<file path="src/rtl/cpsc_pkg.sv">
// Package: item types, ROM contents and helpers for the codon pair substitution counter.
`default_nettype none
package cpsc_pkg;

  localparam int unsigned MaxBases = 65536;
  localparam int unsigned BaseCapHw = 131071;
  localparam logic [16:0] BASE_CAP =
      (MaxBases < BaseCapHw) ? 17'(MaxBases) : 17'(BaseCapHw);
  localparam logic [14:0] CNT_MAX = 15'h7FFF;
  localparam logic [21:0] SUM_MAX = 22'h3FFFFF;

  localparam logic [2:0] GAP_CODE = 3'd4;

  typedef struct packed {
    logic [7:0] base_a;
    logic [7:0] base_b;
    logic       last_base;
  } in_item_t;

  typedef struct packed {
    logic [16:0] aligned_bases;
    logic [14:0] codons_used;
    logic [14:0] codons_gapped;
    logic [14:0] codons_stopped;
    logic [14:0] fourfold_sites;
    logic [14:0] fourfold_transitions;
    logic [14:0] fourfold_transversions;
    logic [21:0] syn_sites_x60;
    logic [21:0] syn_transitions_x60;
    logic [21:0] syn_transversions_x60;
    logic [21:0] nonsyn_transitions_x60;
    logic [21:0] nonsyn_transversions_x60;
  } out_item_t;

  // Codon control passed from the front end to the accumulator
  typedef struct packed {
    logic       valid;
    logic       last;
    logic       codon;
    logic       gap;
    logic [5:0] c1;
    logic [5:0] c2;
  } codon_ctl_t;

  localparam string GenCode =
      "KNKNTTTTRSRSIIMIQHQHPPPPRRRRLLLLEDEDAAAAGGGGVVVV*Y*YSSSS*CWCLFLF";

  function automatic logic [7:0] aa_of(input logic [5:0] c);
    return GenCode[c];
  endfunction

  function automatic logic stop_of(input logic [5:0] c);
    return aa_of(c) == "*";
  endfunction

  function automatic logic is_ts(input logic [1:0] x, input logic [1:0] y);
    return (x ^ y) == 2'd2;
  endfunction

  function automatic logic [2:0] encode(input logic [7:0] ch);
    logic [2:0] r;
    case (ch)
      "A", "a": r = 3'd0;
      "C", "c": r = 3'd1;
      "G", "g": r = 3'd2;
      "T", "t", "U", "u": r = 3'd3;
      default: r = GAP_CODE;
    endcase
    return r;
  endfunction

  // bits 3..0 synonymous neighbours, bit 4 stop, bit 5 fourfold third
  function automatic logic [9:0] codon_info(input logic [5:0] c);
    logic [3:0] cnt;
    logic [5:0] cc;
    logic [5:0] first;
    logic       ff;
    cnt = '0;
    if (!stop_of(c)) begin
      for (int p = 0; p < 3; p++) begin
        for (int a = 0; a < 4; a++) begin
          cc = c;
          cc[4-2*p +: 2] = 2'(a);
          if (cc != c && !stop_of(cc) && aa_of(cc) == aa_of(c)) begin
            cnt = cnt + 4'd1;
          end
        end
      end
    end
    first = c & 6'h3C;
    ff = !stop_of(first);
    for (int x = 0; x < 4; x++) begin
      cc = first | 6'(x);
      if (stop_of(cc) || aa_of(cc) != aa_of(first)) begin
        ff = 1'b0;
      end
    end
    return {4'd0, ff, stop_of(c), cnt};
  endfunction

  function automatic logic [31:0] pair_entry(input logic [5:0] c1, input logic [5:0] c2);
    int n1[3];
    int n2[3];
    int diff[3];
    int cur[3];
    int nd, npaths, valid, k, pos, cls, scale;
    int tot[4];
    int cnt[4];
    int ord[3];
    logic [5:0] cur_c, nc;
    logic ok;
    logic [31:0] r;
    nd = 0; valid = 0;
    for (int j = 0; j < 4; j++) tot[j] = 0;
    r = '0;
    if (c1 != c2 && !stop_of(c1) && !stop_of(c2)) begin
      for (int p = 0; p < 3; p++) begin
        n1[p] = int'(c1[4-2*p +: 2]);
        n2[p] = int'(c2[4-2*p +: 2]);
        if (n1[p] != n2[p]) begin
          diff[nd] = p;
          nd++;
        end
      end
      npaths = (nd == 1) ? 1 : (nd == 2) ? 2 : 6;
      for (int pi = 0; pi < npaths; pi++) begin
        case (pi)
          0: ord = '{0, 1, 2};
          1: begin
            if (nd == 2) ord = '{1, 0, 2};
            else ord = '{0, 2, 1};
          end
          2: ord = '{1, 0, 2};
          3: ord = '{1, 2, 0};
          4: ord = '{2, 0, 1};
          default: ord = '{2, 1, 0};
        endcase
        for (int j = 0; j < 3; j++) cur[j] = n1[j];
        for (int j = 0; j < 4; j++) cnt[j] = 0;
        cur_c = c1;
        ok = 1'b1;
        for (int j = 0; j < 3; j++) begin
          if (j < nd && ok) begin
            k = ord[j];
            pos = diff[k];
            cls = is_ts(2'(cur[pos]), 2'(n2[pos])) ? 0 : 1;
            cur[pos] = n2[pos];
            nc = {2'(cur[0]), 2'(cur[1]), 2'(cur[2])};
            if (stop_of(nc)) begin
              ok = 1'b0;
            end else begin
              if (aa_of(cur_c) != aa_of(nc)) cls = cls + 2;
              cnt[cls]++;
              cur_c = nc;
            end
          end
        end
        if (ok) begin
          valid++;
          for (int j = 0; j < 4; j++) tot[j] += cnt[j];
        end
      end
      // 60 over one to six paths is a whole number
      case (valid)
        1: scale = 60;
        2: scale = 30;
        3: scale = 20;
        4: scale = 15;
        5: scale = 12;
        default: scale = 10;
      endcase
      if (valid != 0) begin
        for (int j = 0; j < 4; j++) r[8*j +: 8] = 8'(tot[j] * scale);
      end
    end
    return r;
  endfunction

endpackage
`default_nettype wire

</file>
<file path="src/rtl/cpsc_front.sv">
// Front end: base encoding, codon assembly and base counting.
`default_nettype none
module cpsc_front (
  input  logic              clk,
  input  logic              rst,
  input  logic              take,
  input  cpsc_pkg::in_item_t item,
  output cpsc_pkg::codon_ctl_t ctl,
  output logic [16:0]       bases
);
  import cpsc_pkg::*;

  logic [1:0]  phase;
  logic [4:0]  part_a, part_b;
  logic [16:0] base_cnt;
  logic [2:0]  na, nb;
  logic [16:0] base_cnt_next;
  logic [4:0]  pa0, pb0;

  assign na = encode(item.base_a);
  assign nb = encode(item.base_b);
  assign base_cnt_next = (base_cnt < BASE_CAP) ? base_cnt + 17'd1 : base_cnt;
  assign pa0 = (phase == 2'd0) ? 5'd0 : part_a;
  assign pb0 = (phase == 2'd0) ? 5'd0 : part_b;

  always_ff @(posedge clk) begin
    if (rst) begin
      phase <= '0;
      part_a <= '0;
      part_b <= '0;
      base_cnt <= '0;
      ctl.valid <= 1'b0;
    end else begin
      ctl.valid <= take;
      if (take) begin
        ctl.last  <= item.last_base;
        ctl.codon <= (phase == 2'd2);
        ctl.gap   <= part_a[4] | part_b[4] | na[2] | nb[2];
        ctl.c1    <= {part_a[3:0], na[1:0]};
        ctl.c2    <= {part_b[3:0], nb[1:0]};
        bases     <= base_cnt_next;
        if (item.last_base) begin
          phase <= '0;
          part_a <= '0;
          part_b <= '0;
          base_cnt <= '0;
        end else begin
          base_cnt <= base_cnt_next;
          if (phase == 2'd2) begin
            phase <= '0;
          end else begin
            phase <= phase + 2'd1;
            part_a <= {pa0[4] | na[2], pa0[1:0], na[1:0]};
            part_b <= {pb0[4] | nb[2], pb0[1:0], nb[1:0]};
          end
        end
      end
    end
  end
endmodule
`default_nettype wire
</file>
<file path="config.mk">
export PLATFORM = sky130hd
export DESIGN_NAME = cpsc_front
export DESIGN_NICKNAME = d
export VERILOG_FILES = /design/src/rtl/cpsc_pkg.sv /design/src/rtl/cpsc_front.sv
export SDC_FILE = /design/constraint.sdc
export NUM_CORES = 1
export LEC_CHECK = 0
export ABC_AREA = 1
export BUFFER_PORTS_ARGS = -buffer_cell sky130_fd_sc_hd__buf_4
export CORE_MARGIN = 5
export CORE_UTILIZATION = 44
export DETAILED_ROUTE_END_ITERATION = 7
export HOLD_SLACK_MARGIN = 0.08
export MAX_ROUTING_LAYER = met4
export PLACE_DENSITY_LB_ADDON = 0.1
export SETUP_SLACK_MARGIN = 0.5
export SYNTH_ARGS = -nofsm -noshare
export SYNTH_HDL_FRONTEND = slang
export SYNTH_SLANG_ARGS = --single-unit
export TNS_END_PERCENT = 30
</file>
<file path="constraint.sdc">
create_clock -name clk -period 4.1 [get_ports clk]
set_input_delay 0.205 -clock clk [delete_from_list [all_inputs] [get_ports clk]]
set_output_delay 0.205 -clock clk [all_outputs]
set_load 0.02 [all_outputs]
</file>
==> impl_metrics.yaml, run 1 <==
clock_network:
  insertion_delay_ns: 0.34
  cts_hold_buf: 0
  htree_levels: 3
  cts-resized-gates: 0
  cts_tree: "yes"
  cts.path.max_buffers: 2
  cts_root_buf: "clkbuf_8"
  cts_made_buffers: 9
  clk_pin_slew_ns: 0.07
  post_cts_buffers: 0
  cts.sinks: 62
sta:
  finalSetupTns_ns: 0
  tightest_slew_ns: 0.4968
  fin_crit_sh_pct: 37.15
  fin_skew_ns: 0.009958
  slew_headroom_pct: 66.80
  finalHoldViolCount: 0
  rsz0062_at_grt: "false"
  min_period_ns: 1.523
  drv_slew: 0
  fmax_ghz: 0.6565
  setup_viol: 0
worst_setup_path:
  crit_path_max_incr_delay_ns: 0.40
  crit_type: "reg -> reg"
  cp_slowest_cell: "dfxtp_1"
  cp.arrival_ns: 1.80
  worst-path-buf-inv: 0
  crit_required_ns: 4.37
  path_cells: "ha_1 -> nand3_2 -> nor2_4 -> nand2_1 -> xor2_1 -> nand2_1 -> a21oi_1"
  cp-start-kind: "register"
  path_max_fanout: 5
  r2r_slack_ns: 2.58
  path_delay_family: "simple AND/OR/NAND/NOR gates"
  cpMostUsedCell: "nand2_1"
  critPathCaptureType: "register"
global_routing:
  gr-usage-all-layers_pct: 15.78
  grt_pass1_wl_um: 9128
  grt_max_degree: 33
  grt_overflow: 0
  grt_pass1_vias: 2034
  antenna_found_initial: 0
die:
  die_x_um: 88.61
  ios: 53
  die_area_um2: 7852
  floorplan.initialDensity_pct: 45.65
  core-area_um2: 5956
  die_h_um: 88.61
  num_rows: 28
placed_design:
  dp.cells: 428
  port_buffers: 50
  hpwlAfterDp_um: 3677
  gp_congestion: 0.7753
cells_and_area:
  regArea_um2: 1562
  mostFrequentLayoutCells: "93 x nand2_1, 51 x buf_4, 32 x edfxtp_1"
  syn_to_final_growth_pct: 24.30
  final_common_cell: "nand2_1"
  antenna_cells: 0
  instances_no_fill: 444
  drive_gt1_share_pct: 23.31
  layout.nets: 385
  multi_input_area_um2: 997.2
  fillCellCount: 576
yosys:
  synth.ff_latch_count: 62
  synthesis.nets: 330
  muxShareOfSynthArea_pct: 0
  yosys.area_share.simple_pct: 27.52
  synth_compound_area_share_pct: 6.995
  ys_types: 29
  yosys_warnings: 0
  synth_cells: 309
  synth-xor-area-share_pct: 1.611
  ys_seq_area_share_pct: 57.43
  synth-adder-area-share_pct: 0.4602
  synth_top_family_by_area: "simple AND/OR/NAND/NOR gates"
  netlist_area_um2: 2719
  syn-mean-instance-area_um2: 8.799
route:
  antenna_left: 0
  drc: 0
  wirelength_um: 5462
  avgViaCountPerCell: 4.800
  vias: 2131
  routedWlPerCell_um: 12.30
  dr.pass1.iters: 4
  drt_iter0_markers: 76
run_status:
  status: "finished, final reports clean"
power_and_ir_drop:
  ir_drop_uv: 211.8
  p_leak_nw: 1.409
  pwr_density_cell_nw_per_um2: 392.7
min_path:
  min_path_type: "in -> reg"
run:
  maxCapViolCount: 0
-- state kept, by name, indices dropped and copies added (netlist names) --
signal / flops
base_cnt: 17
bases: 17
ctl: 16
part_a: 5
part_b: 5
phase: 2
-- routing by layer --
metal | up-vias | wire length, µm | part of all wire [%] | GRT usage (%)
met2 | 45 | 2451 | 45 | 24.13
met5 | - | 0 | 0 | -
met1 | 961 | 2654 | 49 | 19.57
met3 | 8 | 263 | 4.8 | 4.283
met4 | 0 | 93 | 1.7 | 7.005
li1 | 1117 | - | - | -
-- stage by stage --
stage	worst slack (ns)	cell area (µm²)	power, mW	hold WS (ns)	utilization (%)
after global routing	2.399	3379	1.379	0.08582	56.74
after CTS	2.538	3379	1.340	0.09474	56.74
after detailed placement	2.464	3167	0.7648	0.4214	53.17
final	2.577	3379	1.327	0.1132	56.74
after global placement	2.475	3167	0.7638	0.4155	53.17
after floorplan	1.864	2719	0.7254	0.3039	-
-- synthesized netlist by cell type (all sizes together) --
cell,n,share of area (%)
xor2,4,1.3
ha,1,0.46
and2,1,0.23
edfxtp,32,35
dfxtp,30,22
xnor2,1,0.32
nor2,29,5.9
a21o,1,0.28
nand2,97,14
a21oi,29,5.5
or2,1,0.23
clkbuf,5,0.69
o21ai,6,1.2
nand4,9,2.1
buf,2,0.46
inv,35,4.8
nand3,24,4.6
nor3,2,0.55
-- cell type report --
cell class	count	share of cell area, %
Sequential cell	62	46.21
Multi-Input combinational cell	205	29.51
Timing Repair Buffer	51	11.33
Inverter	35	3.887
Clock buffer	9	3.665
Tap cell	75	2.777
Clock inverter	7	2.629
-- cells by family after synthesis --
family / after synthesis
AND/OR/NAND/NOR: 163
adder cells (fa/ha/maj): 1
XOR/XNOR: 5
buffers and inverters: 42
AO/OA/AOI/OAI: 36
flip-flops: 62
-- power by group --
group	internal (mW)	switching, mW
Sequential	0.663	0.00463
Combinational	0.0308	0.0514
Clock	0.338	0.239
Total	1.03	0.295
-- path summary, 6_finish.rpt --
path / endpoint / start / cells past startpoint
worst min register to register: ctl[5] / part_b[3] / 0
worst min-delay path: ctl[14] / item[0] / 1
worst max-delay path: base_cnt[8] / base_cnt[1] / 7
worst max register to register: base_cnt[8] / base_cnt[1] / 7
(Power assumes the default switching activity.)
==> run 2: changes to the inputs <==
==> constraint.sdc (replaced) <==
create_clock -name clk -period 1.3 [get_ports clk]
set_input_delay 0.065 -clock clk [delete_from_list [all_inputs] [get_ports clk]]
set_output_delay 0.065 -clock clk [all_outputs]
set_load 0.02 [all_outputs]
==> impl_metrics.yaml, run 2 (synthesized netlist as in run 1, its figures left out) <==
power_and_ir_drop:
  clkPwrFrac_pct: 43.4
  pwr_density_cell_nw_per_um2: 1079
  power_frac_seq_pct: 48.7
  comb_power_share_pct: 7.9
  p_int_mw: 3.327
  p_leak_nw: 1.653
  finalPower_mw: 4.335
  ir_drop_uv: 702.1
  swShare_pct: 23.25
  p_sw_mw: 1.008
cells_and_area:
  antenna_cells: 0
  utilization_pct: 67.46
  layout.nets: 417
  mostFrequentLayoutCells: "80 x nand2_1, 39 x buf_4, 36 x buf_6"
  drive_gt1_share_pct: 41.15
  syn_to_final_growth_pct: 47.77
  regArea_um2: 1587
  multi_input_area_um2: 1184
  final_common_cell: "nand2_1"
  largestRegisters: "base_cnt: 17 flops, bases: 17 flops, ctl: 16 flops"
  fillCellCount: 471
clock_network:
  cts_tree: "yes"
  htree_levels: 3
  clk_pin_slew_ns: 0.07
  insertion_delay_ns: 0.34
  cts.sinks: 62
  cts_root_buf: "clkbuf_8"
  cts_made_buffers: 9
  cts.path.max_buffers: 2
worst_setup_path:
  crit_required_ns: 1.39
  path_max_fanout: 5
  cp-start-kind: "register"
  r2r_slack_ns: -0.02
  setup.worst_path.start: "base_cnt[0]"
  crit_type: "reg -> reg"
  reg2reg_from: "base_cnt[0]"
  critPathCaptureType: "register"
  cp.arrival_ns: 1.41
route:
  drc: 0
  antenna_left: 0
  wirelength_um: 6401
  vias: 2319
  dr.pass1.iters: 4
  routedWlPerCell_um: 13.45
  avgViaCountPerCell: 4.872
  drt_iter0_markers: 143
sta:
  drv_slew: 0
  tightest_slew_ns: 0.3136
  finalHoldViolCount: 0
  setup_viol: 2
  worst_hold_slack_ns: 0.03032
  fin_crit_sh_pct: 101.7
  fmax_ghz: 0.7563
  slew_headroom_pct: 79.03
  rsz0062_at_grt: "true"
  min_period_ns: 1.322
  fin_skew_ns: 0.004028
  finalSetupTns_ns: -0.02867
  layout_setup_ws_ns: -0.02225
placed_design:
  hpwlAfterDp_um: 4034
  gp_congestion: 0.8214
  port_buffers: 50
run_status:
  violations: "setup timing"
  status: "finished, violations left"
global_routing:
  grt_pass1_wl_um: 10850
  grt_overflow: 0
  grt_max_degree: 28
  grt_pass1_vias: 2324
  gr-usage-all-layers_pct: 18.83
  antenna_found_initial: 0
run:
  maxCapViolCount: 0
die:
  floorplan.initialDensity_pct: 45.65
  num_rows: 28
  die_x_um: 88.61
  ios: 53
  die_area_um2: 7852
  die_h_um: 88.61
  core-area_um2: 5956
min_path:
  min_path_type: "in -> reg"
  hp-start: "rst"
[run 2: cell types whose count changed in the layout (fill, tap and decap cells not counted), sizes merged]
cell / change
dlygate4sd3: +4
inv: +1
buf: +25
dlymetal6s4s: +2
clkinv: -1
nor2: +1
[run 2: per-stage QoR]
| step | cell area (µm²) | std cells | worst slack [ns] |
|---|---|---|---|
| finish | 4018 | 476 | -0.02225 |
| CTS | 3918 | 471 | -0.01899 |
| global route | 4018 | 476 | -0.1226 |
| detailed placement | 3361 | 445 | -0.06966 |
| floorplan | 2798 | 309 | 0.09468 |
| global placement | 3361 | 445 | 0.01141 |
[run 2: cell type report]
class,instances,share of cell area (%)
flip-flops and latches,62,39.49
multi-input cells,206,29.46
repair buffers,82,19.50
inverters,35,3.706
clock buffers,9,3.083
clock inverters,7,2.429
well taps,75,2.336
[run 2: what timing repair did]
action                     CTS  global route
setup endpoints to repair   78            81
buffers inserted             6             2
gates cloned                 1             0
hold endpoints to repair     5             3
pin swaps                   32            20
hold buffers                 3             3
gates resized for setup     71            23
[run 2: power by group through the flow]
stage	combinational [mW]	sequential [mW]	clock, mW
after floorplan	0.110	2.19	0
after global placement	0.285	2.15	0
after detailed placement	0.289	2.15	0
after CTS	0.329	2.11	1.91
after global routing	0.367	2.12	2.02
final	0.342	2.11	1.88
[run 2: worst paths after layout]
path,to,cells after the start
worst max-delay path,bases[14],7
worst min-delay path,part_a[4],2
worst max register to register,bases[14],7
worst min register to register,ctl[5],0
[run 2: critical path, stage by stage, from the launching register on]
cell,delay [ns]
dfxtp_4,0.38
ha_4,0.17
nand3_4,0.08
nor2_4,0.13
buf_4,0.13
nand3_1,0.05
nand2_1,0.06
nand2_1,0.07
[run 2: routing by layer]
| layer | up-vias | GRT usage, % | wire length, µm |
|---|---|---|---|
| li1 | 1193 | - | - |
| met1 | 1055 | 23.72 | 2906 |
| met2 | 57 | 29.64 | 3029 |
| met3 | 14 | 3.166 | 355 |
| met4 | 0 | 8.654 | 109 |
| met5 | - | - | 0 |
==> run 3: changes to the inputs <==
--- a/config.mk
+++ b/config.mk
@@ -7,6 +7,7 @@
 export LEC_CHECK = 0
 export ABC_AREA = 1
 export BUFFER_PORTS_ARGS = -buffer_cell sky130_fd_sc_hd__buf_4
+export CORE_ASPECT_RATIO = 0.75
 export CORE_MARGIN = 5
 export CORE_UTILIZATION = 44
 export DETAILED_ROUTE_END_ITERATION = 7
==> impl_metrics.yaml, run 3 (synthesized netlist as in run 1, its figures left out) <==
sta:
  finalHoldViolCount: 0
  setup_viol: 9
  layout_setup_ws_ns: -0.04736
  fin_skew_ns: 0.006183
  tightest_slew_ns: 0.3704
  rsz0062_at_grt: "true"
  min_period_ns: 1.347
  drv_slew: 0
  fmax_ghz: 0.7422
  slew_headroom_pct: 75.30
  worst_hold_slack_ns: 0.1196
  fin_crit_sh_pct: 103.6
cells_and_area:
  antenna_cells: 0
  drive_gt1_share_pct: 42.89
  syn_to_final_growth_pct: 51.40
  instances_no_fill: 479
  final_common_cell: "nand2_1"
  mostFrequentLayoutCells: "75 x nand2_1, 38 x buf_4, 38 x buf_6"
  largestRegisters: "base_cnt: 17 flops, bases: 17 flops, ctl: 16 flops"
  layout.nets: 417
worst_setup_path:
  path_max_fanout: 5
  cp-start-kind: "register"
  critPathCaptureType: "register"
  crit_required_ns: 1.57
  cp.arrival_ns: 1.62
  r2r_slack_ns: -0.05
  crit_type: "reg -> reg"
  reg2reg_from: "base_cnt[1]"
  reg2reg_to: "base_cnt[6]"
  reg2reg_depth: 7
placed_design:
  hpwlAfterDp_um: 4028
  gp_congestion: 0.8164
  port_buffers: 50
  dp.cells: 447
clock_network:
  insertion_delay_ns: 0.34
  cts_made_buffers: 9
  cts_tree: "yes"
  cts.path.max_buffers: 2
  cts_root_buf: "clkbuf_8"
  cts.sinks: 62
  htree_levels: 3
  clk_pin_slew_ns: 0.06
die:
  core-area_um2: 5916
  floorplan.initialDensity_pct: 45.96
  die_x_um: 100.8
  die_h_um: 78.08
  die_area_um2: 7868
  num_rows: 24
  ios: 53
run_status:
  status: "finished, violations left"
  violations: "setup timing"
route:
  antenna_left: 0
  routedWlPerCell_um: 13.44
  dr.pass1.iters: 4
  avgViaCountPerCell: 4.873
  drc: 0
  drt_iter0_markers: 116
  wirelength_um: 6439
  vias: 2334
min_path:
  hold_path_end: "base_cnt[0]"
  hp-start: "take"
  min_path_type: "in -> reg"
  whs_path_depth: 4
power_and_ir_drop:
  ir_drop_uv: 674.5
  p_leak_nw: 1.705
  pwr_density_cell_nw_per_um2: 1087
global_routing:
  grt_pass1_vias: 2228
  grt_pass1_wl_um: 10370
  grt_max_degree: 31
  gr-usage-all-layers_pct: 17.28
  antenna_found_initial: 0
  grt_overflow: 0
run:
  maxCapViolCount: 0
==> run 3: cell count changes in the layout (fill, tap and decap cells not counted), moves of 3 or more <==
cell           previous run  this run
dlygate4sd3_1             4         1
dfxtp_1                  16        13
nand2_2                  15        18
nand2_1                  80        75
buf_12                    1         4
dfxtp_4                   3         8
==> run 3: what timing repair did <==
item | 4_1_cts | 5_1_grt
hold buffers | 2 | 0
endpoints found under the setup margin | 78 | 80
resized for setup | 27 | 82
hold endpoints to repair | 3 | 0
pin swaps | 20 | 38
setup buffers | 6 | 7
gates cloned | 0 | 1
==> run 3: area by class of cell <==
| cell class | count | area [µm²] |
|---|---|---|
| clock inverter | 4 | 93.84 |
| inverter | 35 | 148.9 |
| tap | 78 | 97.59 |
| sequential | 62 | 1603 |
| fill | 475 | 1799 |
| clock buffer | 12 | 145.1 |
| timing repair buffer | 82 | 815.8 |
| multi-input combinational | 206 | 1212 |
==> run 3: critical path, stage by stage (launching register included) <==
cell     delay (ns)
dfxtp_4        0.38
ha_4           0.16
nand3_4        0.08
nor2_4         0.18
buf_4          0.14
xor2_2         0.15
nand2_1        0.08
a21oi_2        0.11
==> run 3: power breakdown <==
part | internal, mW | leakage, nW | switching, mW | total, mW
clock | 1.32 | 0.118 | 0.711 | 2.03
combinational | 0.155 | 1.02 | 0.186 | 0.341
sequential | 2.08 | 0.567 | 0.0228 | 2.10
total | 3.56 | 1.70 | 0.920 | 4.48
==> run 3: worst max-delay path by stage <==
stage | start | endpoint | slack (ns) | cells after the start
6_report | base_cnt[1] | base_cnt[6] | -0.05 | 7
3_5_place_dp | base_cnt[5] | bases[13] | -0.04 | 5
5_1_grt | base_cnt[1] | base_cnt[8] | -0.14 | 7
2_1_floorplan | base_cnt[0] | bases[15] | 0.09 | 7
4_1_cts | base_cnt[0] | base_cnt[8] | -0.03 | 7
3_3_place_gp | base_cnt[5] | bases[13] | -0.01 | 5
==> run 3: per-stage QoR <==
| step | utilization, % | setup slack (ns) | power, mW | instance area (µm²) | TNS, ns |
|---|---|---|---|---|---|
| finish | 69.59 | -0.04736 | 4.476 | 4116 | -0.1526 |
| global route | 69.59 | -0.1382 | 4.642 | 4116 | -1.330 |
| CTS | 63.81 | -0.02616 | 4.475 | 3775 | -0.05740 |
| detailed placement | 57.38 | -0.04107 | 2.441 | 3395 | -0.08072 |
| global placement | 57.38 | -0.009984 | 2.437 | 3395 | -0.009984 |
| floorplan | - | 0.09468 | 2.300 | 2798 | 0 |
==> run 3: metal layers <==
| metal | up-vias | GRT usage, % | share of wire, % |
|---|---|---|---|
| li1 | 1186 | - | - |
| met1 | 1081 | 23.66 | 47 |
| met2 | 57 | 24.18 | 47 |
| met3 | 10 | 5.314 | 4.9 |
| met4 | 0 | 6.057 | 1.2 |
| met5 | - | - | 0 |
